File: src/design/apmm_pkg.sv
// ----------------------------------------------------------------------------
// Attitude PID and motor mixer package
// Shared types, widths and codes for the axis lanes, the mixer and the top.
// ----------------------------------------------------------------------------
package apmm_pkg;

  localparam int ErrW  = 17;
  localparam int GainW = 16;
  localparam int LimW  = 23;
  localparam int AccW  = 28;
  localparam int OperW = 28;
  localparam int ProdW = OperW + GainW + 1;
  localparam int SumW  = 48;
  localparam int FracW = 24;
  localparam int MotW  = 16;
  localparam int BaseW = 12;
  localparam int AltW  = 9;
  localparam int ThrW  = 10;
  localparam int CfgIdxW = 3;
  localparam int CfgDatW = 23;

  localparam logic [CfgIdxW-1:0] CFG_KP        = 3'd0;
  localparam logic [CfgIdxW-1:0] CFG_KD        = 3'd1;
  localparam logic [CfgIdxW-1:0] CFG_KI        = 3'd2;
  localparam logic [CfgIdxW-1:0] CFG_YAW_KP    = 3'd3;
  localparam logic [CfgIdxW-1:0] CFG_YAW_KD    = 3'd4;
  localparam logic [CfgIdxW-1:0] CFG_TIME_STEP = 3'd5;
  localparam logic [CfgIdxW-1:0] CFG_INT_LIMIT = 3'd6;
  localparam logic [CfgIdxW-1:0] CFG_YAW_THR   = 3'd7;

  typedef enum logic [1:0] {
    ST_IDLE,
    ST_RUN,
    ST_MIX
  } state_t;

  typedef enum logic [1:0] {
    STEP_PROP,
    STEP_DERIV,
    STEP_INTEG,
    STEP_KI
  } lane_step_t;

  typedef struct packed {
    logic       load;
    logic       run;
    lane_step_t step;
    logic       clr;
  } lane_ctrl_t;

  function automatic logic signed [MotW-1:0] motor_q(input logic signed [SumW-1:0] sum,
                                                     input logic off);
    logic signed [SumW-FracW-1:0] q;
    logic signed [MotW-1:0]       r;
    q = sum[SumW-1:FracW];
    if (sum[SumW-1] && (sum[FracW-1:0] != '0)) begin
      q = q + 24'sd1;
    end
    if (q > $signed(24'sd32767)) begin
      r = 16'sh7fff;
    end else if (q < $signed(-24'sd32768)) begin
      r = 16'sh8000;
    end else begin
      r = q[MotW-1:0];
    end
    if (off) begin
      r = '0;
    end
    return r;
  endfunction

endpackage

File: src/design/apmm_lane.sv
// ----------------------------------------------------------------------------
// Axis lane
// One PID axis: clamps its integral, then runs four multiply-accumulate
// steps on a single shared multiplier.
// ----------------------------------------------------------------------------
module apmm_lane (
  input  logic                                 clk,
  input  logic                                 rst_n,
  input  apmm_pkg::lane_ctrl_t                 ctrl,
  input  logic signed [apmm_pkg::ErrW-1:0]     err_i,
  input  logic signed [apmm_pkg::ErrW-1:0]     deriv_i,
  input  logic        [apmm_pkg::GainW-1:0]    kp,
  input  logic        [apmm_pkg::GainW-1:0]    kd,
  input  logic        [apmm_pkg::GainW-1:0]    ki,
  input  logic        [apmm_pkg::GainW-1:0]    time_step,
  input  logic        [apmm_pkg::LimW-1:0]     limit,
  output logic signed [apmm_pkg::SumW-1:0]     sum
);

  logic signed [apmm_pkg::ErrW-1:0]  err_r;
  logic signed [apmm_pkg::ErrW-1:0]  der_r;
  logic signed [apmm_pkg::AccW-1:0]  acc_r, acc_nxt;
  logic signed [apmm_pkg::SumW-1:0]  sum_r, sum_nxt;
  logic signed [apmm_pkg::AccW-1:0]  lim_pos, lim_neg, acc_clamped;
  logic signed [apmm_pkg::OperW-1:0] oper_a;
  logic        [apmm_pkg::GainW-1:0] oper_b;
  logic signed [apmm_pkg::ProdW-1:0] prod;
  logic signed [apmm_pkg::ProdW-1:0] prod_sh7;

  assign lim_pos = $signed({{(apmm_pkg::AccW - apmm_pkg::LimW){1'b0}}, limit});
  assign lim_neg = -lim_pos;

  always_comb begin
    if (acc_r > lim_pos) begin
      acc_clamped = lim_pos;
    end else if (acc_r < lim_neg) begin
      acc_clamped = lim_neg;
    end else begin
      acc_clamped = acc_r;
    end
  end

  always_comb begin
    case (ctrl.step)
      apmm_pkg::STEP_PROP: begin
        oper_a = {{(apmm_pkg::OperW - apmm_pkg::ErrW){err_r[apmm_pkg::ErrW-1]}}, err_r};
        oper_b = kp;
      end
      apmm_pkg::STEP_DERIV: begin
        oper_a = {{(apmm_pkg::OperW - apmm_pkg::ErrW){der_r[apmm_pkg::ErrW-1]}}, der_r};
        oper_b = kd;
      end
      apmm_pkg::STEP_INTEG: begin
        oper_a = {{(apmm_pkg::OperW - apmm_pkg::ErrW){err_r[apmm_pkg::ErrW-1]}}, err_r};
        oper_b = time_step;
      end
      default: begin
        oper_a = acc_r;
        oper_b = ki;
      end
    endcase
  end

  assign prod     = oper_a * $signed({1'b0, oper_b});
  assign prod_sh7 = prod >>> 7;

  always_comb begin
    acc_nxt = acc_r;
    sum_nxt = sum_r;
    if (ctrl.load) begin
      acc_nxt = acc_clamped;
      sum_nxt = '0;
    end else if (ctrl.run) begin
      case (ctrl.step)
        apmm_pkg::STEP_PROP,
        apmm_pkg::STEP_DERIV: begin
          sum_nxt = sum_r + $signed({prod[apmm_pkg::SumW-10:0], 9'd0});
        end
        apmm_pkg::STEP_INTEG: begin
          acc_nxt = acc_r + prod_sh7[apmm_pkg::AccW-1:0];
        end
        default: begin
          sum_nxt = sum_r + $signed({{(apmm_pkg::SumW - apmm_pkg::ProdW)
                                      {prod[apmm_pkg::ProdW-1]}}, prod});
        end
      endcase
    end else if (ctrl.clr) begin
      acc_nxt = '0;
    end
  end

  always_ff @(posedge clk) begin
    if (!rst_n) begin
      acc_r <= '0;
    end else begin
      acc_r <= acc_nxt;
    end
  end

  always_ff @(posedge clk) begin
    sum_r <= sum_nxt;
    if (ctrl.load) begin
      err_r <= err_i;
      der_r <= deriv_i;
    end
  end

  assign sum = sum_r;

endmodule

File: config.mk
export PLATFORM = sky130hd
export DESIGN_NAME = apmm_lane
export DESIGN_NICKNAME = d
export VERILOG_FILES = /design/src/design/apmm_pkg.sv /design/src/design/apmm_lane.sv
export SDC_FILE = /design/constraint.sdc
export NUM_CORES = 2
export LEC_CHECK = 0
export ABC_CLOCK_PERIOD_IN_PS = 23200
export BUFFER_PORTS_ARGS = -buffer_cell sky130_fd_sc_hd__clkbuf_2
export CAP_MARGIN = 20
export CORE_UTILIZATION = 37
export CTS_CLUSTER_DIAMETER = 50
export DETAILED_ROUTE_END_ITERATION = 8
export GPL_ROUTABILITY_DRIVEN = 1
export GPL_TIMING_DRIVEN = 0
export PLACE_DENSITY = 0.53
export SLEW_MARGIN = 15
export SYNTH_ARGS = -nofsm -noshare
export SYNTH_HDL_FRONTEND = slang
export SYNTH_SLANG_ARGS = --single-unit
File: constraint.sdc
create_clock -name clk -period 23.2 [get_ports clk]
set_input_delay 2.32 -clock clk [delete_from_list [all_inputs] [get_ports clk]]
set_output_delay 2.32 -clock clk [all_outputs]
set_load 0.005 [all_outputs]
# ---- Yosys cells after proc, flatten, opt, wreduce, memory -nomap -nowiden
# Index checks and enable logic that the tools add are counted.
dict set report op_classes {
  add_sub_neg 4
  mul 1
  magnitude_cmp 2
  eq_ne 4
  muxes 9
  bitwise_logic 1
  n_reduce_logical 6
}
# cell count
set op_table {}
lappend op_table {{28-bit two-way mux} 6}
lappend op_table {{48-bit case mux with 2 select lines} 1}
lappend op_table {{28-bit case mux with 2 select lines} 1}
lappend op_table {{48-bit by 45-bit adder with 48-bit output} 1}
lappend op_table {{48-bit adder} 1}
lappend op_table {{16-bit case mux with 3 select lines} 1}
lappend op_table {{28-bit by 17-bit multiplier with 45-bit output} 1}
lappend op_table {{28-bit adder} 1}
lappend op_table {{28-bit by 24-bit > comparator with 1-bit output} 1}
lappend op_table {{28-bit < comparator} 1}
lappend op_table {{23-bit negation with 28-bit output} 1}
lappend op_table {{3-bit by 1-bit != test with 1-bit output, second input constant} 2}
lappend op_table {{2-bit OR reduction} 2}
lappend op_table {{3-bit AND reduction} 1}
lappend op_table {{3-bit nonzero test} 1}
lappend op_table {{2-bit by 1-bit equality test with 1-bit output, second input constant} 1}
lappend op_table {{2-bit equality test, second input constant} 1}
lappend op_table {{2-bit zero test} 1}
lappend op_table {{2-bit AND reduction} 1}
lappend op_table {{1-bit NOT} 1}
dict set report totals {
  register_bits 110
  output_inout_bits 48
  wordCells 31
}

# ---- Longest topological paths before layout
dict set report depth {
  ltp_word 8
  depth_mapped 43
}

# ---- Worst setup path before layout
# No wires, ideal clock.
dict set report synth_timing {
  path_kind {input-to-reg}
  from {input ctrl[1] in the netlist's numbering}
  to {register sum_r, in the netlist sum[40]}
  setup_time_ns 0.128
  arrival_ns 11.201
  setup_slack_ns 11.872
  stages 39
  path_cell_list {clkbuf_1 buf_1 nor2_1 a21oi_1 clkbuf_1 o21a_1 clkbuf_1 nand2_1 fa_1 fa_1 fa_1 inv_1 fa_1 fa_1 inv_1 fa_1 inv_1 ha_1 [3 not listed] nand2_1 o311ai_2 nand2_1 o31ai_1 xnor2_1 ha_1 and2_1 nand2_1 nand2_1 a21o_1 a21o_1 a211oi_1 o21ai_2 a31oi_4 o21bai_1 xor2_1 a221oi_2 nor2_1}
}
dict set report synth_via {
  elab_chain_len 6
}
# item line
set synth_rtl {}
lappend synth_rtl {{from (decl)} apmm_lane.sv:9} ;# input apmm_pkg::lane_ctrl_t ctrl,
lappend synth_rtl {{2-bit equality test or 2-bit zero test (tied branches)} {apmm_lane.sv:44, apmm_lane.sv:74}}
lappend synth_rtl {{2-bit OR reduction (no source line)} n/a}
lappend synth_rtl {{28-bit case mux with 2 select lines} apmm_lane.sv:44} ;# case (ctrl.step)
lappend synth_rtl {{28-bit by 17-bit multiplier with 45-bit output} apmm_lane.sv:64} ;# assign prod = oper_a * $signed({1'b0, oper_b});
lappend synth_rtl {{48-bit by 45-bit adder with 48-bit output or 48-bit adder (tied branches)} {apmm_lane.sv:83, apmm_lane.sv:77}}
lappend synth_rtl {{48-bit case mux with 2 select lines} apmm_lane.sv:74} ;# case (ctrl.step)
lappend synth_rtl {{to (signal assigned)} apmm_lane.sv:101} ;# sum_r <= sum_nxt;
lappend synth_rtl {{to (decl)} apmm_lane.sv:23} ;# logic signed [apmm_pkg::SumW-1:0] sum_r, sum_nxt;
# Several ways; a longest one is shown, not always the timed one.
# A chain may end at the register's enable or synchronous reset.

# ---- Worst setup path after layout
dict set report layout_timing {
  from {input ctrl[1] in the netlist's numbering}
  to {register sum_r, in the netlist sum[47]}
}
# The elaborated chain is that of the path after synthesis.

==> metrics <==
DR DRC count=0; Worst Path Class, Setup=in -> reg; hpwl dp=~82,000 µm; #FFs+latches synth=110; H-tree depth=3; Mapped Area=roughly 28,000 µm²; Routed Antenna Nets=0; grt ovf=0; CTS max path bufs=2; top cells by area, synth=fa_1, ha_1, inv_1; core area=74,820 µm²; RSZ-0062 raised after global routing=no; Worst setup SP type=input port; cts repair resizes=0; final net count=between 4,000 and 5,000; Yosys cell types=between 80 and 90; Max Freq=71.67 MHz; Worst Tran Pin Value=~1.2 ns; GPL Wtd Cong=slightly above 0.9; clock-pin slew on the worst setup and hold paths=about 0.1 ns; largest net degree at the start of global routing=24; final WL=approximately 97,000 µm; first-pass GRT wire length=around 150,000 µm; most common cell after layout, fill and taps aside=inv_1; Die Span Y=about 280 µm; Port Buffers=~170; Setup Viol. Count Final=0; Worst Path Arrival=14.27 ns; Final Hold Fails=0; Multi-input gate area=between 20,000 and 25,000 µm²; Max Cap Viol=0; DR WL/cell=between 20 and 25 µm; Clock Latency Late Sink=between 0.4 and 0.5 ns; die width=approximately 280 µm; Max Fanout on Critical Path=10; Worst slew margin=between 10% and 20%; Area Overhead vs Synth=8.718%; worst path required time=roughly 24 ns; pins over their slew limit=0; Root Buffer Master=clkbuf_16; post-CTS setup buffers=0; outcome=complete, no violations; Slowest-stage cell, CP=a21oi_1; CTS buffer count=9; most common flop cell mapped by yosys=dfxtp_1; Worst Setup End Kind=flop; Tcrit/Tclk final=between 60% and 70%; GRT Overall Usage=25.15%; fraction of layout instances using a drive strength above 1=7.308%; Top-Level Pins=176; routed vias=about 24,000; setup tns final=0 ns; Cells after Synth=about 3,400; clock sinks=110; HP Class=reg -> reg; first drt pass iteration count=6; CTS tree=done; Clock Skew=approximately 0.030 ns; Detailed Route Iter0 Violations=approximately 1,500; area leader, netlist=fa_1; Avg Cell Area, Syn=between 8 and 9 µm²; vias in the first global route=approximately 23,000; number of fill cells=around 8,000; Vias per Instance=5.354; most frequent cells in the layout=inv_1, fa_1, nand2_1; syn_nets=around 4,200; hold_buf cts=0; CP peak stage delay=0.96 ns; Final Critical Period=between 10 and 15 ns; initial antenna violation count=3; FP Rows=100; Async SR Flop Fraction=0%; EDFF count, synth=34; Synth top area share=31.06%; Die Area=between 70,000 and 80,000 µm²; sequential fraction of the synthesis area=about 9.0%; Synth warnings=0; register area=around 2500 µm²; initial core utilization=between 30% and 40%
-- cell usage after synthesis (all sizes together) (8+ instances only) --
cell,number
a2111oi,11
a211oi,37
a21o,97
a21oi,192
a221oi,8
a22oi,24
a31oi,23
and2,33
and3,11
buf,22
clkbuf,107
dfxtp,76
edfxtp,34
fa,436
ha,275
inv,593
mux2i,28
mux4,9
nand2,392
nand2b,30
nand3,31
nand4,19
nor2,324
nor2b,25
nor3,45
o211ai,12
o21a,34
o21ai,148
o21bai,19
o31ai,9
or3,9
xnor2,136
xor2,39
-- sequential cells by signal, summed over array words and instances (netlist names) --
signal / flops
err_r: 17
acc_r: 28
der_r: 17
sum: 48
-- layer usage --
layer,vias up,share of wire (%),track usage [%]
met3,112,5.6,2.805
met5,-,0.023,0
met4,4,2.8,7.211
li1,11390,-,-
met2,739,47,41.18
met1,12140,45,34.90
-- kinds of logic after synthesis --
group,after synthesis,synth area share (%)
AO/OA/AOI/OAI,675,15.78
XOR/XNOR,175,5.454
adder cells (fa/ha/maj),711,43.30
buffers and inverters,722,9.679
flip-flops,110,9.047
multiplexers,44,1.999
AND/OR/NAND/NOR,954,14.73
-- cell type report --
class	count	share of cell area, %
antenna	1	0.008191
buffer	129	1.618
clock buffer	10	0.7494
clock inverter	6	0.2007
inverter	593	7.286
multi-input combinational	2559	74.83
sequential	110	8.322
tap	969	3.968
timing repair buffer	178	3.018
-- metrics by stage --
| step | utilization [%] | cell area (µm²) | instances | setup WS, ns | hold WS, ns |
|---|---|---|---|---|---|
| 3_5_place_dp | 40.43 | 30250 | 4537 | 8.893 | 0.4809 |
| 3_3_place_gp | 40.33 | 30180 | 4532 | 8.819 | 0.4772 |
| 4_1_cts | 40.82 | 30540 | 4553 | 9.323 | 0.4957 |
| 2_1_floorplan | - | 28100 | 3391 | 11.87 | 0.4650 |
| 5_1_grt | 40.83 | 30550 | 4554 | 8.709 | 0.5193 |
| 6_report | 40.83 | 30550 | 4555 | 9.247 | 0.4953 |
-- worst paths after layout --
kind / from / endpoint / slack, ns / cells after the start
worst max-delay path: ctrl[1] / sum[47]$_SDFFE_PP0P_ / 9.25 / 40
worst min-delay path: sum[4]$_SDFFE_PP0P_ / sum[4]$_SDFFE_PP0P_ / 0.50 / 2
worst min register to register: sum[4]$_SDFFE_PP0P_ / sum[4]$_SDFFE_PP0P_ / 0.50 / 2
worst max register to register: der_r[16]$_DFFE_PP_ / sum[44]$_SDFFE_PP0P_ / 12.23 / 37
-- worst max-delay path: cells and delay by family --
kind,cells,cell delay [ns]
AOI/OAI and AO/OA,14,4.24
adders and majority gates,8,3.69
buffers and inverters,7,2.34
and+or+nand+nor,8,0.84
xor gates and xnor gates,2,0.60
muxes,1,0.22
Power is left out: the tool's default activity adds up to more than one toggle a clock period on the data nets, which glitch-free logic cannot reach.
