$ cat src/design/apmm_pkg.sv
// ----------------------------------------------------------------------------
// Attitude PID and motor mixer package
// Shared types, widths and codes for the axis lanes, the mixer and the top.
// ----------------------------------------------------------------------------
package apmm_pkg;

  localparam int ErrW  = 17;
  localparam int GainW = 16;
  localparam int LimW  = 23;
  localparam int AccW  = 28;
  localparam int OperW = 28;
  localparam int ProdW = OperW + GainW + 1;
  localparam int SumW  = 48;
  localparam int FracW = 24;
  localparam int MotW  = 16;
  localparam int BaseW = 12;
  localparam int AltW  = 9;
  localparam int ThrW  = 10;
  localparam int CfgIdxW = 3;
  localparam int CfgDatW = 23;

  localparam logic [CfgIdxW-1:0] CFG_KP        = 3'd0;
  localparam logic [CfgIdxW-1:0] CFG_KD        = 3'd1;
  localparam logic [CfgIdxW-1:0] CFG_KI        = 3'd2;
  localparam logic [CfgIdxW-1:0] CFG_YAW_KP    = 3'd3;
  localparam logic [CfgIdxW-1:0] CFG_YAW_KD    = 3'd4;
  localparam logic [CfgIdxW-1:0] CFG_TIME_STEP = 3'd5;
  localparam logic [CfgIdxW-1:0] CFG_INT_LIMIT = 3'd6;
  localparam logic [CfgIdxW-1:0] CFG_YAW_THR   = 3'd7;

  typedef enum logic [1:0] {
    ST_IDLE,
    ST_RUN,
    ST_MIX
  } state_t;

  typedef enum logic [1:0] {
    STEP_PROP,
    STEP_DERIV,
    STEP_INTEG,
    STEP_KI
  } lane_step_t;

  typedef struct packed {
    logic       load;
    logic       run;
    lane_step_t step;
    logic       clr;
  } lane_ctrl_t;

  function automatic logic signed [MotW-1:0] motor_q(input logic signed [SumW-1:0] sum,
                                                     input logic off);
    logic signed [SumW-FracW-1:0] q;
    logic signed [MotW-1:0]       r;
    q = sum[SumW-1:FracW];
    if (sum[SumW-1] && (sum[FracW-1:0] != '0)) begin
      q = q + 24'sd1;
    end
    if (q > $signed(24'sd32767)) begin
      r = 16'sh7fff;
    end else if (q < $signed(-24'sd32768)) begin
      r = 16'sh8000;
    end else begin
      r = q[MotW-1:0];
    end
    if (off) begin
      r = '0;
    end
    return r;
  endfunction

endpackage

$ cat src/design/apmm_mixer.sv
// ----------------------------------------------------------------------------
// Motor mixer
// Combines the pitch and roll outputs, and the yaw output when yaw is on, with base
// thrust and altitude correction into four motor forces and holds them in the result register.
// ----------------------------------------------------------------------------
module apmm_mixer (
  input  logic                                 clk,
  input  logic                                 rst_n,
  input  logic                                 load,
  input  logic signed [apmm_pkg::SumW-1:0]     pitch_sum,
  input  logic signed [apmm_pkg::SumW-1:0]     roll_sum,
  input  logic signed [apmm_pkg::SumW-1:0]     yaw_sum,
  input  logic signed [apmm_pkg::BaseW-1:0]    base,
  input  logic signed [apmm_pkg::AltW-1:0]     alt,
  input  logic                                 off,
  input  logic                                 yaw_on,
  input  logic                                 out_stall,
  output logic                                 out_valid,
  output logic signed [apmm_pkg::MotW-1:0]     out_motor_a,
  output logic signed [apmm_pkg::MotW-1:0]     out_motor_b,
  output logic signed [apmm_pkg::MotW-1:0]     out_motor_c,
  output logic signed [apmm_pkg::MotW-1:0]     out_motor_d,
  output logic                                 out_motors_off,
  output logic                                 out_yaw_reset
);

  logic signed [apmm_pkg::BaseW:0]          base_alt;
  logic signed [apmm_pkg::SumW-1:0]         common, yaw_eff;
  logic signed [apmm_pkg::SumW-1:0]         sum_a, sum_b, sum_c, sum_d;
  logic                                     valid_r, valid_nxt;
  logic signed [apmm_pkg::MotW-1:0]         mot_a_r, mot_b_r, mot_c_r, mot_d_r;
  logic                                     off_r, yaw_rst_r;

  assign base_alt = {base[apmm_pkg::BaseW-1], base}
                  + {{(apmm_pkg::BaseW + 1 - apmm_pkg::AltW){alt[apmm_pkg::AltW-1]}}, alt};
  assign common   = {{(apmm_pkg::SumW - apmm_pkg::FracW - apmm_pkg::BaseW - 1)
                      {base_alt[apmm_pkg::BaseW]}}, base_alt, {apmm_pkg::FracW{1'b0}}};
  assign yaw_eff  = yaw_on ? yaw_sum : '0;

  assign sum_a = common + roll_sum - yaw_eff;
  assign sum_b = common + pitch_sum + yaw_eff;
  assign sum_c = common - roll_sum - yaw_eff;
  assign sum_d = common - pitch_sum + yaw_eff;

  always_comb begin
    valid_nxt = valid_r;
    if (load) begin
      valid_nxt = 1'b1;
    end else if (valid_r && !out_stall) begin
      valid_nxt = 1'b0;
    end
  end

  always_ff @(posedge clk) begin
    if (!rst_n) begin
      valid_r <= 1'b0;
    end else begin
      valid_r <= valid_nxt;
    end
  end

  always_ff @(posedge clk) begin
    if (load) begin
      mot_a_r   <= apmm_pkg::motor_q(sum_a, off);
      mot_b_r   <= apmm_pkg::motor_q(sum_b, off);
      mot_c_r   <= apmm_pkg::motor_q(sum_c, off);
      mot_d_r   <= apmm_pkg::motor_q(sum_d, off);
      off_r     <= off;
      yaw_rst_r <= !yaw_on;
    end
  end

  assign out_valid      = valid_r;
  assign out_motor_a    = mot_a_r;
  assign out_motor_b    = mot_b_r;
  assign out_motor_c    = mot_c_r;
  assign out_motor_d    = mot_d_r;
  assign out_motors_off = off_r;
  assign out_yaw_reset  = yaw_rst_r;

endmodule
$ cat config.mk
export PLATFORM = sky130hd
export DESIGN_NAME = apmm_mixer
export DESIGN_NICKNAME = d
export VERILOG_FILES = /design/src/design/apmm_pkg.sv /design/src/design/apmm_mixer.sv
export SDC_FILE = /design/constraint.sdc
export NUM_CORES = 1
export LEC_CHECK = 0
export BUFFER_PORTS_ARGS = -buffer_cell sky130_fd_sc_hd__buf_2
export CORE_ASPECT_RATIO = 1.75
export CORE_MARGIN = 1
export CORE_UTILIZATION = 43
export CTS_CLUSTER_DIAMETER = 50
export DETAILED_ROUTE_END_ITERATION = 8
export GPL_TIMING_DRIVEN = 0
export PLACE_DENSITY = 0.68
export RECOVER_POWER = 25
export SYNTH_ARGS = -nofsm -noshare
export SYNTH_HDL_FRONTEND = slang
export SYNTH_SLANG_ARGS = --single-unit
$ cat constraint.sdc
create_clock -name clk -period 7.1 [get_ports clk]
set_clock_uncertainty 0.15 [all_clocks]
set_input_delay 0.71 -clock clk [delete_from_list [all_inputs] [get_ports clk]]
set_output_delay 0.71 -clock clk [all_outputs]
set_load 0.01 [all_outputs]
== Word level (Yosys, flattened, before mapping) ==
Index checks and enable logic that the tools add are counted.

* Add/sub/neg operators: 13
* Magnitude comparators: 8
* Mux-type cells: 19
* Reductions and logical operators: 16

{| class="wikitable"
|+ Operators with widths
! kind !! count
|-
| $mux 24 || 8
|-
| $add 24x2->24 const B || 4
|-
| $add 37x48->48 || 2
|-
| $add 48x48->48 || 2
|-
| $gt 24x16->1 const B || 4
|-
| $lt 24x16->1 const B || 4
|-
| $reduce_bool 24->1 || 4
|-
| $sub 37x48->48 || 2
|-
| $sub 48x48->48 || 2
|-
| $mux 16 || 4
|-
| $mux 15 || 4
|-
| $mux 48 || 1
|-
| $add 12x9->13 || 1
|-
| $reduce_or 2->1 || 4
|-
| $logic_and 1x1->1 || 5
|-
| $logic_not 1->1 || 2
|-
| $mux 1 || 2
|-
| $reduce_bool 2->1 || 1
|}

* Register bits after elaboration: 67
* Bits of input ports: 171
* Logic and storage cells: 67

== Longest topological paths before layout ==
Gate-level depths: netlist of run 1.

* Depth in word-level cells: 10
* Depth in mapped cells: 32

== Worst setup path before layout of run 1 ==
No wires, ideal clock.

* Path kind: in2reg
* Start: in base[0] (netlist name)
* End: reg mot_c_r, in the netlist out_motor_c[3], data pin
* Setup time: 0.264 ns
* Arrival: 7.365 ns
* Required time: 6.686 ns
* Slack: -0.679 ns
* Stages: 25
* Buffers on the path: 3
* Cell sequence: ha_1 > inv_1 > fa_1 > nor2b_1 > o31ai_1 > a21oi_1 > a31oi_1 > inv_1 > fa_1 > ha_1 > clkbuf_1 > a21oi_1 > o21ai_0 > a211oi_1 > o211ai_1 > a41oi_1 > xor2_1 > nand3_1 > or3_1 > buf_2 > nor4_1 > o31ai_2 > o31ai_4 > buf_6 > a21oi_1

* Cells in the longest elaborated chain, start to end: 9
* Elaborated cells between the ends (all ways): 11
* Classes of those cells: add/sub: 4; order compare: 2; mux: 4; reduce/logical: 1

{| class="wikitable"
|+ RTL lines
! element !! line !! text
|-
| start, declared || apmm_mixer.sv:13 || <nowiki>input logic signed [apmm_pkg::BaseW-1:0] base,</nowiki>
|-
| $add 12x9->13 (*) || apmm_mixer.sv:35 || <nowiki>+ {{(apmm_pkg::BaseW + 1 - apmm_pkg::AltW){alt[apmm_pkg::AltW-1]}}, alt};</nowiki>
|-
| $sub 37x48->48 (*) || apmm_mixer.sv:42 || <nowiki>assign sum_c = common - roll_sum - yaw_eff;</nowiki>
|-
| $sub 48x48->48 (*) || apmm_mixer.sv:42 ||
|-
| $add 24x2->24 or $logic_and 1x1->1 (tied branches) || apmm_pkg.sv:57, apmm_pkg.sv:56 ||
|-
| $mux 24 (*) || apmm_pkg.sv:56 || <nowiki>if (sum[SumW-1] && (sum[FracW-1:0] != '0)) begin</nowiki>
|-
| $mux 24 (*) || apmm_mixer.sv:63 || <nowiki>if (load) begin</nowiki>
|-
| $lt 24x16->1 || apmm_pkg.sv:61 || <nowiki>end else if (q < $signed(-24'sd32768)) begin</nowiki>
|-
| $mux 16 || apmm_pkg.sv:61 ||
|-
| $mux 15 (*) || apmm_pkg.sv:59 || <nowiki>if (q > $signed(24'sd32767)) begin</nowiki>
|-
| end signal, assigned || apmm_mixer.sv:66 || <nowiki>mot_c_r <= apmm_pkg::motor_q(sum_c, off);</nowiki>
|-
| end, declared || apmm_mixer.sv:31 || <nowiki>logic signed [apmm_pkg::MotW-1:0] mot_a_r, mot_b_r, mot_c_r, mot_d_r;</nowiki>
|}

Mark *: on every way between the ends. The rest lies on a longest branch, timed or not. The select of a mux whose other input is x is not followed.
A chain may end at the register's enable or synchronous reset.

== Worst setup path in the final report of run 1 ==
* Start: in alt[1] (netlist name)
* End: reg mot_a_r, in the netlist out_motor_a[12], data pin

* Cells in the longest elaborated chain, start to end: 9
* Elaborated cells between the ends (all ways): 11
* Classes of those cells: add/sub: 4; order compare: 2; mux: 4; reduce/logical: 1

{| class="wikitable"
|+ RTL lines
! element !! line !! text
|-
| start, declared || apmm_mixer.sv:14 || <nowiki>input logic signed [apmm_pkg::AltW-1:0] alt,</nowiki>
|-
| $add 12x9->13 (*) || apmm_mixer.sv:35 ||
|-
| $add 37x48->48 (*) || apmm_mixer.sv:40 || <nowiki>assign sum_a = common + roll_sum - yaw_eff;</nowiki>
|-
| $sub 48x48->48 (*) || apmm_mixer.sv:40 ||
|-
| $add 24x2->24 or $logic_and 1x1->1 (tied branches) || apmm_pkg.sv:57, apmm_pkg.sv:56 ||
|-
| $mux 24 (*) || apmm_pkg.sv:56 ||
|-
| $mux 24 (*) || apmm_mixer.sv:63 ||
|-
| $lt 24x16->1 || apmm_pkg.sv:61 ||
|-
| $mux 16 || apmm_pkg.sv:61 ||
|-
| $mux 15 (*) || apmm_pkg.sv:59 ||
|-
| end signal, assigned || apmm_mixer.sv:64 || <nowiki>mot_a_r <= apmm_pkg::motor_q(sum_a, off);</nowiki>
|-
| end, declared || apmm_mixer.sv:31 ||
|}

Marked as above.

==> impl_results.rst, run 1 <==
.. list-table::
   :header-rows: 1

   * - Metric
     - Value
   * - Capturing element of the worst setup path
     - out_motor_a[12]
   * - Growth of design area from synthesis to finish
     - 18.6%
   * - TritonCTS clock tree
     - yes
   * - Buffer cell driving the clock tree root
     - sky130_fd_sc_hd__clkbuf_16
   * - Sequential element share of the synthesized area
     - 8.87%
   * - Min-delay worst type
     - reg2reg
   * - Critical register-to-register path endpoint
     - out_valid
   * - Highest net fanout along the worst path
     - 8
   * - Routed Wire Length
     - 82500 µm
   * - Number of distinct library cell variants in the gate-level netlist after synthesis
     - 112
   * - Power density cells
     - 297 nW/µm²
   * - Average wire per cell in the routed design
     - 20.7 µm
   * - Min-delay src
     - out_valid
   * - Max-cap violation count
     - 1
   * - Count of antenna-violating nets left after detailed routing
     - 0
   * - RSZ-0062 raised after global routing
     - yes
   * - First-pass GRT wire length
     - 124000 µm
   * - Total GRT Usage
     - 29.8%
   * - Kind of critical path
     - in2reg
   * - Fmax
     - 0.142 GHz
   * - Number of warnings printed during yosys synthesis
     - 0
   * - Quantity of hold-fixing buffers added after cts
     - 0
   * - Final-layout setup total negative slack
     - 0 ns
   * - FF+latch count, synth
     - 67
   * - Commonest non-fill, non-tap cell in the layout
     - sky130_fd_sc_hd__inv_1
   * - Cell area after layout
     - 26800 µm²
   * - Most frequently used flop master after synthesis
     - sky130_fd_sc_hd__edfxtp_1
   * - Highest-delay cell along the critical path
     - sky130_fd_sc_hd__fa_1
   * - Post-Place Cell Area
     - 24800 µm²
   * - Worst Path Arrival
     - 6.99 ns
   * - Period utilisation layout
     - 99.3%
   * - Number of hold-slack violations in the final timing report
     - 0
   * - Die extent in y
     - 305 µm
   * - First-pass DRT Iterations
     - 5
   * - Critical Path End Type
     - flop
   * - Mapped Cells
     - 3007
   * - Number of inserted filler cells in the final layout
     - 5113
   * - Status
     - finished with violations
   * - Routed via count
     - 23900
   * - Violated checks
     - capacitance limit, slew limit
   * - Cell type with the highest occurrence count on the critical path
     - sky130_fd_sc_hd__a21oi_2
   * - Final non-filler cell total
     - 3992
   * - Latest clock arrival within the worst-skew pair
     - 0.36 ns
   * - Total leakage power
     - 12.3 nW
   * - H-tree depth
     - 3
   * - Io pins
     - 238
   * - Largest stage delay on the critical path
     - 0.65 ns
   * - Top cells by area, synth
     - sky130_fd_sc_hd__ha_1 17%, sky130_fd_sc_hd__edfxtp_1 8.8%, sky130_fd_sc_hd__fa_1 8.4%, sky130_fd_sc_hd__inv_1 6.0%, sky130_fd_sc_hd__a21oi_1 5.7%
   * - Worst flop-to-flop path startpoint
     - out_valid
   * - Mapped Nets
     - 3571
   * - IR Drop Worst-Case VDD
     - 0.192 mV
   * - Worst setup path startpoint
     - alt[1]
   * - DRC violation count after routing
     - 0
   * - Maximum number of pins on one net before global-route repair
     - 68
   * - Count of buffers inserted at the top-level ports
     - 237
   * - Proportion of register bits with asynchronous set or reset after synthesis
     - 0%
   * - Final setup violation count
     - 0
   * - Number of placed cells counting well taps
     - 3917
   * - CTS clock-pin slew for the worst setup and hold paths
     - 0.06 ns
   * - Maximum clock path buffer count
     - 2
   * - Total number of clock tree sinks
     - 67
   * - Max_slew headroom
     - -150%
   * - Register-to-register path setup slack
     - 6.26 ns
   * - Critical path data required time
     - 7.04 ns
   * - Vias per cell
     - 5.99
   * - Most area-hungry cell type in the Yosys netlist
     - sky130_fd_sc_hd__ha_1
   * - Highest-count cells in the layout ignoring fill and taps
     - 353 x sky130_fd_sc_hd__inv_1, 292 x sky130_fd_sc_hd__nand2_1, 285 x sky130_fd_sc_hd__ha_1, 258 x sky130_fd_sc_hd__buf_2, 232 x sky130_fd_sc_hd__a21oi_1
   * - Worst Tran Pin Value
     - 3.75 ns
   * - Leftover overflow at the end of global routing
     - 0
   * - Number of antenna violations at the first check in global routing
     - 5
   * - Inserted Clock Buffers
     - 9
   * - Via count of the first global-routing pass
     - 23700
   * - Placer's final routability congestion estimate
     - 1.01
   * - Share of the synthesized area in the top cell type
     - 16.5%
   * - Placement row count
     - 110
   * - Standard cell core area
     - 51600 µm²
   * - Max-slew violation count
     - 68
   * - Worst reg-to-reg path cell count
     - 2
   * - Detail Placement HPWL
     - 69200 µm
   * - Post-layout nets
     - 3875
   * - Cell area after technology mapping
     - 22600 µm²
   * - Starting density of the core
     - 43.7%
   * - Count of routing violations after the opening detailed-route iteration
     - 1111
   * - Average cell area after synthesis
     - 7.51 µm²
   * - Post-layout min period
     - 7.05 ns
   * - Layout cells sized above 1
     - 19.1%
   * - Die outline area
     - 53500 µm²
   * - Die outline width
     - 175 µm
   * - Number of flops mapped to enable cells by yosys
     - 66
   * - Crit start category
     - primary input
## how the worst min path moves through the flow
stage | to | slack [ns] | cells after the start
final | out_valid | 0.37 | 2
after global routing | out_valid | 0.41 | 2
after CTS | out_valid | 0.38 | 2
after detailed placement | out_valid | 0.37 | 2
after global placement | out_valid | 0.35 | 2
after floorplan | out_valid | 0.38 | 2
## synthesized netlist by cell type (22+ instances only)
library cell,count
sky130_fd_sc_hd__nor2_1,169
sky130_fd_sc_hd__o21a_1,45
sky130_fd_sc_hd__o21bai_1,28
sky130_fd_sc_hd__nand2_1,297
sky130_fd_sc_hd__fa_1,95
sky130_fd_sc_hd__clkbuf_1,57
sky130_fd_sc_hd__nor2b_1,23
sky130_fd_sc_hd__and3_1,46
sky130_fd_sc_hd__o211ai_1,30
sky130_fd_sc_hd__nor3_1,72
sky130_fd_sc_hd__buf_2,26
sky130_fd_sc_hd__nand3_1,73
sky130_fd_sc_hd__a21o_1,83
sky130_fd_sc_hd__nand4_1,68
sky130_fd_sc_hd__o21ai_0,143
sky130_fd_sc_hd__inv_1,358
sky130_fd_sc_hd__xor2_1,96
sky130_fd_sc_hd__ha_1,298
sky130_fd_sc_hd__and2_1,31
sky130_fd_sc_hd__or3_1,31
sky130_fd_sc_hd__xnor2_1,89
sky130_fd_sc_hd__edfxtp_1,66
sky130_fd_sc_hd__a211oi_1,41
sky130_fd_sc_hd__o21ai_1,34
sky130_fd_sc_hd__a31oi_1,22
sky130_fd_sc_hd__a21oi_1,255
sky130_fd_sc_hd__nor4_1,32
## kinds of logic after synthesis
group	Yosys count	synth area share [%]
xor gates and xnor gates	187	7.35
muxes	25	1.13
AOI/OAI and AO/OA	915	27.9
and+or+nand+nor	969	22.0
buffers and inverters	451	7.86
adders and majority gates	393	24.9
DFF	67	8.87
## area by class of cell
class | instances | area, µm² | area share [%]
repair inverters | 1 | 5.00 | 0.0187
well taps | 672 | 841 | 3.14
clock inverters | 7 | 76.3 | 0.285
diodes | 4 | 10.0 | 0.0374
inverters | 358 | 1350 | 5.03
plain buffers | 85 | 455 | 1.70
clock buffers | 9 | 225 | 0.841
repair buffers | 300 | 1760 | 6.58
multi-input cells | 2489 | 20100 | 74.9
flip-flops and latches | 67 | 2000 | 7.48
## sequential cells by signal, summed over array words and instances (netlist names)
name / count
out_motor_d: 16
out_motor_a: 16
out_yaw_reset: 1
out_motor_c: 16
out_motors_off: 1
out_motor_b: 16
out_valid: 1
## per-layer routing
| layer | track usage, % | vias up | part of all wire (%) |
|---|---|---|---|
| met3 | 2.96 | 301 | 4.2 |
| li1 | - | 11500 | - |
| met4 | 23.8 | 0 | 9.1 |
| met2 | 55.5 | 843 | 51 |
| met5 | 0 | - | 0 |
| met1 | 29.7 | 11200 | 36 |
## power by group
part / internal, mW / switching, mW
registers: 0.642 / 0.0403
clock network: 0.273 / 0.197
logic: 2.61 / 4.20
## repair_timing
item | in CTS | in global routing
resized for setup | 96 | 160
setup endpoints to repair | 64 | 62
buffers inserted | 26 | 31
pin swaps | 31 | 65
hold endpoints to repair | 0 | 0
gates cloned | 4 | 3
## through the flow
step | hold slack [ns] | utilization (%) | power, mW | worst slack, ns
2_1_floorplan | 0.385 | - | 4.97 | -0.246
3_3_place_gp | 0.347 | 48.1 | 6.48 | -2.07
3_5_place_dp | 0.368 | 48.1 | 6.52 | -1.51
4_1_cts | 0.378 | 50.1 | 7.34 | -0.00151
5_1_grt | 0.407 | 51.9 | 8.51 | -0.175
6_report | 0.374 | 51.9 | 7.96 | 0.0526
## worst max-delay path, delay by kind of cell
family                     cells  cell delay [ns]
muxes                          1             0.29
buffers and inverters          4             0.66
xor gates and xnor gates       2             0.30
and+or+nand+nor                5             0.72
adders and majority gates      3             1.17
AOI/OAI and AO/OA             16             3.11
(Power assumes the default switching activity.)
==> run 2: changes to the inputs <==
Settings changed: CORE_UTILIZATION 43 to 50, PLACE_DENSITY 0.68 to 0.76.
==> run 2 against run 1 <==
Compared with the run above:
- the run ends with DRC, capacitance limit, slew limit, setup timing left
- setup slack worse by 0.15 ns
- sequential power hardly changed
- clock-buffer cell count stayed put
- maximum frequency is 2.0% lower
- non-clock buffer count is 31 higher
- largest cell class unchanged
- routed wire length is 2.5% higher
- hold slack worse by 0.013 ns
- core utilization is 9.2 points higher
==> impl_results.rst, run 2 (synthesis results as in run 1) <==
.. list-table::
   :header-rows: 1

   * - Metric
     - Value
   * - Crit start category
     - primary input (unchanged)
   * - Max_slew headroom
     - -163% (was -150%)
   * - Critical Path End Type
     - flop (unchanged)
   * - Proportion of power drawn by flip-flops and latches
     - 8.3% (was 8.6%)
   * - Die outline area
     - 46000 µm² (was 53500 µm²)
   * - Count of routing violations after the opening detailed-route iteration
     - 1741 (was 1111)
   * - Average wire per cell in the routed design
     - 21.5 µm (was 20.7 µm)
   * - Total leakage power
     - 12.5 nW (was 12.3 nW)
   * - Total number of clock tree sinks
     - 67 (unchanged)
   * - Maximum clock path buffer count
     - 2 (unchanged)
   * - Maximum number of pins on one net before global-route repair
     - 68 (unchanged)
   * - Routed via count
     - 24800 (was 23900)
   * - Post-layout min period
     - 7.19 ns (was 7.05 ns)
   * - Final non-filler cell total
     - 3924 (was 3992)
   * - Critical path data required time
     - 7.08 ns (was 7.04 ns)
   * - Growth of design area from synthesis to finish
     - 20.1% (was 18.6%)
   * - Inserted Clock Buffers
     - 9 (unchanged)
   * - Leftover overflow at the end of global routing
     - 0 (unchanged)
   * - Family with the most delay on the worst path
     - compound AO/OA/AOI/OAI gates (unchanged)
   * - Buffering stage count on the worst path with inverters included
     - 4 (unchanged)
   * - Violated checks
     - DRC, capacitance limit, slew limit, setup timing (was capacitance limit, slew limit)
   * - Via count of the first global-routing pass
     - 23800 (was 23700)
   * - Status
     - finished with violations (unchanged)
   * - Number of hold-slack violations in the final timing report
     - 0 (unchanged)
   * - Kind of critical path
     - in2reg (unchanged)
   * - Period utilisation layout
     - 101% (was 99.3%)
   * - Worst Tran Pin Value
     - 3.95 ns (was 3.75 ns)
   * - Gr busiest metal
     - met2 (unchanged)
   * - Routed Wire Length
     - 84500 µm (was 82500 µm)
   * - Number of inserted filler cells in the final layout
     - 4043 (was 5113)
   * - Area of all sequential standard cells
     - 2000 µm² (unchanged)
   * - Power density cells
     - 304 nW/µm² (was 297 nW/µm²)
   * - Die extent in y
     - 283 µm (was 305 µm)
   * - GR met1 Demand/Resource
     - 35.2% (was 29.7%)
   * - PnR worst setup slack
     - -0.0932 ns (was 0.0526 ns)
   * - Total GRT Usage
     - 34.8% (was 29.8%)
   * - Gate power share
     - 86.2% (was 85.5%)
   * - Highest net fanout along the worst path
     - 5 (was 8)
   * - Relative contribution of the clock network to total power
     - 5.5% (was 5.9%)
   * - Multi-input logic area
     - 20300 µm² (was 20100 µm²)
   * - Number of antenna violations at the first check in global routing
     - 5 (unchanged)
   * - Placement row count
     - 102 (was 110)
   * - Min-delay worst type
     - reg2reg (unchanged)
   * - Buffer cell driving the clock tree root
     - sky130_fd_sc_hd__clkbuf_16 (unchanged)
   * - Net switching share of the total power
     - 56.1% (was 55.7%)
   * - Met3 usage in global routing
     - 3.28% (was 2.96%)
   * - Die outline width
     - 163 µm (was 175 µm)
   * - Quantity of hold-fixing buffers added after cts
     - 0 (unchanged)
   * - Final core utilization
     - 61.1% (was 51.9%)
   * - First-pass DRT Iterations
     - 9 (was 5)
   * - Io pins
     - 238 (unchanged)
   * - Layout cells sized above 1
     - 20.3% (was 19.1%)
   * - Worst Path Arrival
     - 7.17 ns (was 6.99 ns)
   * - CTS clock-pin slew for the worst setup and hold paths
     - 0.06 ns (about the same)
   * - RSZ-0062 raised after global routing
     - yes (unchanged)
   * - Number of placed cells counting well taps
     - 3817 (was 3917)
   * - H-tree depth
     - 3 (unchanged)
   * - Cell type with the highest occurrence count on the critical path
     - sky130_fd_sc_hd__a21oi_2 (unchanged)
   * - Internal power contribution
     - 3.62 mW (was 3.53 mW)
   * - Count of buffers inserted at the top-level ports
     - 237 (unchanged)
   * - Worst hold margin
     - 0.361 ns (was 0.374 ns)
   * - Max-slew violation count
     - 68 (unchanged)
   * - Final setup violation count
     - 32 (was 0)
   * - Fmax
     - 0.139 GHz (was 0.142 GHz)
   * - Detail Placement HPWL
     - 67900 µm (was 69200 µm)
   * - Latest clock arrival within the worst-skew pair
     - 0.38 ns (was 0.36 ns)
   * - Highest-count cells in the layout ignoring fill and taps
     - 352 x sky130_fd_sc_hd__inv_1, 288 x sky130_fd_sc_hd__nand2_1, 283 x sky130_fd_sc_hd__ha_1, 254 x sky130_fd_sc_hd__buf_2, 227 x sky130_fd_sc_hd__a21oi_1 (was 353 x sky130_fd_sc_hd__inv_1, 292 x sky130_fd_sc_hd__nand2_1, 285 x sky130_fd_sc_hd__ha_1, 258 x sky130_fd_sc_hd__buf_2, 232 x sky130_fd_sc_hd__a21oi_1)
   * - Setup WS pre-CTS
     - -1.57 ns (was -1.51 ns)
   * - Post-Place Cell Area
     - 24700 µm² (was 24800 µm²)
   * - Switching component of the power
     - 4.63 mW (was 4.43 mW)
   * - Highest-delay cell along the critical path
     - sky130_fd_sc_hd__fa_2 (was sky130_fd_sc_hd__fa_1)
   * - Commonest non-fill, non-tap cell in the layout
     - sky130_fd_sc_hd__inv_1 (unchanged)
   * - Largest stage delay on the critical path
     - 0.51 ns (was 0.65 ns)
   * - Standard cell core area
     - 44400 µm² (was 51600 µm²)
   * - Count of antenna-violating nets left after detailed routing
     - 0 (unchanged)
   * - Cell area after layout
     - 27100 µm² (was 26800 µm²)
   * - Post-layout nets
     - 3906 (was 3875)
   * - Starting density of the core
     - 50.8% (was 43.7%)
   * - Vias per cell
     - 6.33 (was 5.99)
   * - IR Drop Worst-Case VDD
     - 0.228 mV (was 0.192 mV)
   * - First-pass GRT wire length
     - 123000 µm (was 124000 µm)
   * - DRC violation count after routing
     - 2 (was 0)
   * - TritonCTS clock tree
     - yes (unchanged)
   * - Max-cap violation count
     - 1 (unchanged)
   * - Met2 usage in global routing
     - 62.7% (was 55.5%)
   * - Placer's final routability congestion estimate
     - 1.03 (was 1.01)
-- run 2: worst register-to-register path: cells and delay by family (launching register included) --
family           cells  cell delay (ns)
AND/OR/NAND/NOR      1             0.22
AO/OA/AOI/OAI        1             0.06
flip-flops           1             0.32
-- run 2: cell type report --
cell class	count	share of cell area, %
Antenna cell	5	0.0461
Tap cell	572	2.64
Timing Repair Buffer	332	7.46
Buffer	84	1.71
Inverter	358	4.98
Clock buffer	9	0.830
Timing Repair inverter	1	0.0277
Clock inverter	7	0.194
Sequential cell	67	7.38
Multi-Input combinational cell	2489	74.7
-- run 2: through the flow --
step | TNS, ns | power [mW]
3_5_place_dp | -86.00 | 6.50
6_report | -1.67 | 8.25
5_1_grt | -13.78 | 8.74
4_1_cts | 0 | 7.26
2_1_floorplan | -3.00 | 4.97
3_3_place_gp | -117.42 | 6.45
-- run 2: final timing paths --
check | start | end | depth (start not counted) | slack [ns]
min | out_valid | out_valid | 2 | 0.36
max reg2reg | out_valid | out_valid | 2 | 6.28
min reg2reg | out_valid | out_valid | 2 | 0.36
max | alt[1] | out_motor_b[2] | 31 | -0.09
-- run 2: what timing repair did --
action,4_1_cts,5_1_grt
resized for setup,76,229
pin swaps,30,61
gates cloned,2,5
buffers inserted,31,56
setup endpoints to repair,64,63
-- run 2: power groups by stage --
stage | registers, mW | logic (mW) | clock network, mW
final | 0.682 | 7.11 | 0.457
after global routing | 0.694 | 7.58 | 0.465
after CTS | 0.679 | 6.13 | 0.455
after detailed placement | 0.683 | 5.82 | 0
after global placement | 0.682 | 5.77 | 0
after floorplan | 0.758 | 4.22 | 0
-- run 2: layer usage --
metal,vias to the layer above,part of all wire [%],routed length (µm)
li1,11600,-,-
met1,11800,35,29600
met2,1081,50,42100
met3,397,5.2,4380
met4,0,9.9,8370
met5,-,0,0
